<file path="config.mk">
export PLATFORM = sky130hd
export DESIGN_NAME = dsa_ctrl
export DESIGN_NICKNAME = d
export VERILOG_FILES = /design/src/rtl/dsa_pkg.sv /design/src/rtl/dsa_ctrl.sv
export SDC_FILE = /design/constraint.sdc
export NUM_CORES = 1
export LEC_CHECK = 0
export ABC_AREA = 1
export BUFFER_PORTS_ARGS = -buffer_cell sky130_fd_sc_hd__buf_2
export CELL_PAD_IN_SITES_DETAIL_PLACEMENT = 0
export CELL_PAD_IN_SITES_GLOBAL_PLACEMENT = 1
export CORE_MARGIN = 3
export CORE_UTILIZATION = 28
export DETAILED_ROUTE_END_ITERATION = 7
export GPL_ROUTABILITY_DRIVEN = 0
export PLACE_DENSITY_LB_ADDON = 0.1
export SLEW_MARGIN = 20
export SYNTH_ARGS = -nofsm -noshare
export SYNTH_HDL_FRONTEND = slang
export SYNTH_SLANG_ARGS = --single-unit
</file>
<file path="constraint.sdc">
create_clock -name clk -period 2.1 [get_ports clk]
set_clock_uncertainty 0.15 [all_clocks]
set_input_delay 0.105 -clock clk [delete_from_list [all_inputs] [get_ports clk]]
set_output_delay 0.105 -clock clk [all_outputs]
set_load 0.01 [all_outputs]
</file>
<file path="src/rtl/dsa_pkg.sv">
// ----------------------------------------------------------------------------
// dsa_pkg: shared types and constants of the descriptor slot allocator
// Item layouts, configuration layout, operation and status codes, register
// indexes, controller states and the command/status bundles.
// ----------------------------------------------------------------------------
package dsa_pkg;

    localparam int DEPTH_DEF     = 1024;
    localparam int MAX_RANGE_DEF = 64;

    localparam int ADDR_W     = 64;
    localparam int SIZE_W     = 13;
    localparam int CAP_W      = 11;
    localparam int COUNT_W    = 7;
    localparam int KIND_W     = 2;
    localparam int SLOT_W     = 10;
    localparam int STATUS_W   = 3;
    localparam int CFG_IDX_W  = 3;
    localparam int CFG_DATA_W = 64;

    // The divider retires one quotient bit per cycle.
    localparam int DIV_STEPS = ADDR_W;
    localparam int DIV_CNT_W = $clog2(DIV_STEPS + 1);

    localparam logic [KIND_W-1:0] KIND_ALLOC  = 2'd0;
    localparam logic [KIND_W-1:0] KIND_FREE   = 2'd1;
    localparam logic [KIND_W-1:0] KIND_REFILL = 2'd2;

    localparam logic [STATUS_W-1:0] STAT_OK         = 3'd0;
    localparam logic [STATUS_W-1:0] STAT_NO_FREE    = 3'd1;
    localparam logic [STATUS_W-1:0] STAT_MISALIGNED = 3'd2;
    localparam logic [STATUS_W-1:0] STAT_RANGE      = 3'd3;
    localparam logic [STATUS_W-1:0] STAT_FULL       = 3'd4;

    localparam logic [CFG_IDX_W-1:0] CFG_CPU_BASE  = 3'd0;
    localparam logic [CFG_IDX_W-1:0] CFG_GPU_BASE  = 3'd1;
    localparam logic [CFG_IDX_W-1:0] CFG_DESC_SIZE = 3'd2;
    localparam logic [CFG_IDX_W-1:0] CFG_VISIBLE   = 3'd3;
    localparam logic [CFG_IDX_W-1:0] CFG_CAPACITY  = 3'd4;

    localparam logic [SIZE_W-1:0] DESC_SIZE_RST = 13'd32;
    localparam logic [CAP_W-1:0]  CAPACITY_RST  = 11'd1024;

    typedef struct packed {
        logic [KIND_W-1:0]  kind;
        logic [COUNT_W-1:0] slot_count;
        logic [ADDR_W-1:0]  handle_address;
    } cmd_item_t;

    typedef struct packed {
        logic [ADDR_W-1:0]   cpu_handle;
        logic [ADDR_W-1:0]   gpu_handle;
        logic [SLOT_W-1:0]   slot_index;
        logic [STATUS_W-1:0] status;
        logic                last;
    } rsp_item_t;

    typedef struct packed {
        logic [ADDR_W-1:0] cpu_base;
        logic [ADDR_W-1:0] gpu_base;
        logic [SIZE_W-1:0] descriptor_size;
        logic              shader_visible;
        logic [CAP_W-1:0]  capacity;
    } cfg_t;

    typedef enum logic [3:0] {
        S_IDLE,
        S_DISPATCH,
        S_ALLOC_READ,
        S_ALLOC_MUL,
        S_ALLOC_OUT,
        S_ALLOC_ERR,
        S_FREE_DIV,
        S_FREE_OUT,
        S_REFILL
    } state_t;

    // Commands from the controller to the datapath.
    typedef struct packed {
        logic load_item;
        logic div_start;
        logic refill_start;
        logic refill_step;
        logic refill_finish;
        logic rd_issue;
        logic mul_en;
        logic emit_alloc;
        logic emit_err;
        logic emit_free;
    } ctl_cmd_t;

    // Status from the datapath to the controller.
    typedef struct packed {
        logic [KIND_W-1:0] kind;
        logic              enough_free;
        logic              last_pop;
        logic              div_done;
        logic              refill_done;
        logic              out_free;
    } dp_stat_t;

endpackage

</file>
<file path="src/rtl/dsa_ctrl.sv">
// ----------------------------------------------------------------------------
// dsa_ctrl: allocator sequencer
// Steps each item through allocate, free or refill and issues datapath commands.
// ----------------------------------------------------------------------------
module dsa_ctrl (
    input  logic              clk,
    input  logic              rst_n,
    input  logic              in_valid,
    output logic              in_ready,
    input  dsa_pkg::dp_stat_t stat,
    output dsa_pkg::ctl_cmd_t ctl
);
    import dsa_pkg::*;

    state_t state_reg, state_next;

    always_ff @(posedge clk or negedge rst_n)
    begin
        if (!rst_n)
        begin
            state_reg <= S_IDLE;
        end
        else
        begin
            state_reg <= state_next;
        end
    end

    always_comb
    begin
        state_next = state_reg;
        ctl        = '0;
        in_ready   = 1'b0;
        case (state_reg)
            S_IDLE:
            begin
                in_ready = 1'b1;
                if (in_valid)
                begin
                    ctl.load_item = 1'b1;
                    state_next    = S_DISPATCH;
                end
            end
            S_DISPATCH:
            begin
                case (stat.kind)
                    KIND_ALLOC:
                    begin
                        state_next = stat.enough_free ? S_ALLOC_READ : S_ALLOC_ERR;
                    end
                    KIND_FREE:
                    begin
                        ctl.div_start = 1'b1;
                        state_next    = S_FREE_DIV;
                    end
                    KIND_REFILL:
                    begin
                        ctl.refill_start = 1'b1;
                        state_next       = S_REFILL;
                    end
                    default:
                    begin
                        state_next = S_IDLE;
                    end
                endcase
            end
            S_ALLOC_READ:
            begin
                ctl.rd_issue = 1'b1;
                state_next   = S_ALLOC_MUL;
            end
            S_ALLOC_MUL:
            begin
                ctl.mul_en = 1'b1;
                state_next = S_ALLOC_OUT;
            end
            S_ALLOC_OUT:
            begin
                if (stat.out_free)
                begin
                    ctl.emit_alloc = 1'b1;
                    state_next     = stat.last_pop ? S_IDLE : S_ALLOC_READ;
                end
            end
            S_ALLOC_ERR:
            begin
                if (stat.out_free)
                begin
                    ctl.emit_err = 1'b1;
                    state_next   = S_IDLE;
                end
            end
            S_FREE_DIV:
            begin
                if (stat.div_done)
                begin
                    state_next = S_FREE_OUT;
                end
            end
            S_FREE_OUT:
            begin
                if (stat.out_free)
                begin
                    ctl.emit_free = 1'b1;
                    state_next    = S_IDLE;
                end
            end
            S_REFILL:
            begin
                if (stat.refill_done)
                begin
                    ctl.refill_finish = 1'b1;
                    state_next        = S_IDLE;
                end
                else
                begin
                    ctl.refill_step = 1'b1;
                end
            end
            default:
            begin
                state_next = S_IDLE;
            end
        endcase
    end

endmodule

</file>
==> results.sh <==
export IMPL_grt_overflow_total=0
export IMPL_pwr_share_comb_pct=59.6
export IMPL_route_detailed_drc=0
export IMPL_end_kind="primary output"
export IMPL_grt_pass1_vias=441
export IMPL_fin_crit_ns=1.659
export IMPL_final_util_pct=44.75
export IMPL_synth_compound_gate_area_share_pct=6.349
export IMPL_grt_setup_unrepaired="no"
export IMPL_tns_ns=0
export IMPL_yosysUniqueCellTypes=13
export IMPL_h_tree_depth=1
export IMPL_final_nets=106
export IMPL_die_w_um=43.52
export IMPL_cp_data_arrival_time_ns=1.40
export IMPL_ir_drop_v=0.0005615
export IMPL_grt_pass1_wl_um=1745
export IMPL_ys_ff_latch=4
export IMPL_place_area_um2=511.7
export IMPL_ys_top_cells_by_area="dfrtp_1 25%, nand2_1 18%, inv_1 13%"
export IMPL_muxShareOfSynthArea_pct=0
export IMPL_cts_setup_buffers=0
export IMPL_clk_insertion_delay_late_ns=0.23
export IMPL_wl_um=1078
export IMPL_critPathLaunch="state_reg[1]$_DFFE_PN0P_"
export IMPL_seqPwrFrac_pct=24.9
export IMPL_grt_max_degree=8
export IMPL_track_usage_pct=12.54
export IMPL_path_clk_slew_ns=0.04
export IMPL_synth_enable_flop_cells=0
export IMPL_cts_tree="yes"
export IMPL_relSlewSlack_pct=80.57
export IMPL_synthCells=70
export IMPL_num_rows=12
export IMPL_crit_path_start_kind="register"
export IMPL_ys_flop_type="dfrtp_1"
export IMPL_min_to="state_reg[0]$_DFFE_PN0P_"
export IMPL_outcome="completed"
export IMPL_finalHoldViolations=0
export IMPL_p_clk_share_pct=15.4
export IMPL_worst_r2r_path_depth=6
export IMPL_power_leakage_nw=0.3617
export IMPL_hpwlAfterDp_um=875.3
export IMPL_viasPerCell=4.380
export IMPL_synth_yosys_seq_area_share_pct=25.40
export IMPL_required_ns=1.85
export IMPL_antenna_found_initial=0
export IMPL_cts_made_buffers=3
export IMPL_start_util_pct=32.41
export IMPL_worstReg2RegStart="state_reg[2]$_DFFE_PN0P_"
export IMPL_fmax_ghz=0.6029
export IMPL_clock_sinks=4
export IMPL_hp_class="input port to register"
export IMPL_final_setup_viol_count=0
export IMPL_rr_endpoint="state_reg[1]$_DFFE_PN0P_"
export IMPL_synth_most_common_cell="nand2_1"
export IMPL_drt_pre_antenna_iters=5
export IMPL_drive_above_1_share_pct=30.85
export IMPL_numPortBuffers=20
export IMPL_die_area_um2=1894
export IMPL_diodes=0
export IMPL_synth_simple_area_share_pct=54.92
export IMPL_p_sw_mw=0.3084
export IMPL_cap_violations=0
export IMPL_yosys_area_top_type_share_pct=25.40
export IMPL_hp_start="stat[0]"
export IMPL_cts_hold_buf=1
export IMPL_cts_root_buf="clkbuf_4"
export IMPL_powerDensity_nw_per_um2=1113
export IMPL_first_iter_violations=7
export IMPL_cts_resized=0
export IMPL_crit_type="register to primary output"
export IMPL_ios=21
export IMPL_yosysTopAreaCell="dfrtp_1"
export IMPL_place_ws_ns=0.6929
export IMPL_intPower_mw=0.2973
export IMPL_clockBufferDepth=2
export IMPL_yosysWarningCount=0
export IMPL_holdWs_ns=0.006346
export IMPL_synth_xor_area_share_pct=0
export IMPL_worstMarginPinSlew_ns=0.2903
export IMPL_synth_top_family_by_area="simple AND/OR/NAND/NOR gates"
export IMPL_die_y_um=43.52
export IMPL_rrSetupSlack_ns=0.75
export IMPL_finalNonFillerCells=108
export IMPL_synthArstFlopShare_pct=100.0
export IMPL_placedCellCount=104
export IMPL_wire_per_inst_um=9.981
export IMPL_hold_depth=3
export IMPL_syn2layout_area_growth_pct=38.10
export IMPL_final_max_slew_viol_count=0
export IMPL_via_count=473
export IMPL_synthAdderAreaFrac_pct=0
export IMPL_total_power_mw=0.6057
export IMPL_min_period_over_period_pct=78.98
export IMPL_synth_common_cells="19 x nand2_1, 14 x inv_1, 10 x nor2_1"
export IMPL_synth_area_um2=394.1
export IMPL_setup_slack_ns=0.4413
export IMPL_core_area_um2=1216
export IMPL_fin_area_um2=544.3
export IMPL_synthesis_nets=80
export IMPL_cp_max_fo=5
export IMPL_swShare_pct=50.91
export IMPL_syn_avg_cell_area_um2=5.630
export IMPL_largest_register_ffs=4
export IMPL_ant_nets=0
==> cells by family (layout without fill, tap and decap cells) <==
group | Yosys count | after routing
flip-flops | 4 | 4
AND/OR/NAND/NOR | 48 | 48
AO/OA/AOI/OAI | 4 | 4
buffers and inverters | 14 | 38
==> power groups by stage <==
stage | Combinational (mW) | Clock (mW) | Sequential [mW]
final | 0.361 | 0.0935 | 0.151
after global routing | 0.416 | 0.115 | 0.157
after CTS | 0.363 | 0.0970 | 0.149
after detailed placement | 0.360 | 0 | 0.151
after global placement | 0.363 | 0 | 0.151
after floorplan | 0.258 | 0 | 0.139
==> layout by cell type (no fill, tap or decap), drive strengths merged <==
master / Yosys / routed
dfrtp: 4 / 4
nand2: 19 / 19
nor3: 3 / 3
inv: 14 / 14
nor2: 14 / 14
o21ai: 1 / 1
buf: 0 / 20
dlygate4sd3: 0 / 1
or2: 1 / 1
o21bai: 2 / 2
a21oi: 1 / 1
clkbuf: 0 / 3
nor4: 1 / 1
nand3: 10 / 10
==> metal layers <==
layer | vias to the layer above | GRT usage, % | share of wire (%)
met5 | - | 0 | 0
met4 | 0 | 9.036 | 0
met3 | 0 | 2.490 | 4.5
met2 | 13 | 19.76 | 46
met1 | 196 | 14.99 | 49
li1 | 264 | - | -
==> worst max-delay path, stage by stage, from the launching register on <==
cell and delay, ns:
dfrtp_1 0.43, inv_1 0.16, nand2_1 0.10, nor2_2 0.16, nand3_1 0.13, inv_1 0.07, buf_2 0.12
==> layout make-up <==
class | instances | area (um2)
timing repair buffer | 21 | 110.1
fill | 151 | 671.9
inverter | 14 | 52.55
sequential | 4 | 100.1
tap | 14 | 17.52
multi-input combinational | 52 | 241.5
clock buffer | 3 | 22.52
==> worst max path at each step <==
| stage | to | slack [ns] |
|---|---|---|
| 2_1_floorplan | ctl[5] | 0.87 |
| 3_3_place_gp | ctl[7] | 0.68 |
| 3_5_place_dp | ctl[7] | 0.69 |
| 4_1_cts | ctl[7] | 0.44 |
| 5_1_grt | ctl[7] | 0.28 |
| 6_report | ctl[7] | 0.44 |
(Power assumes the default switching activity.)
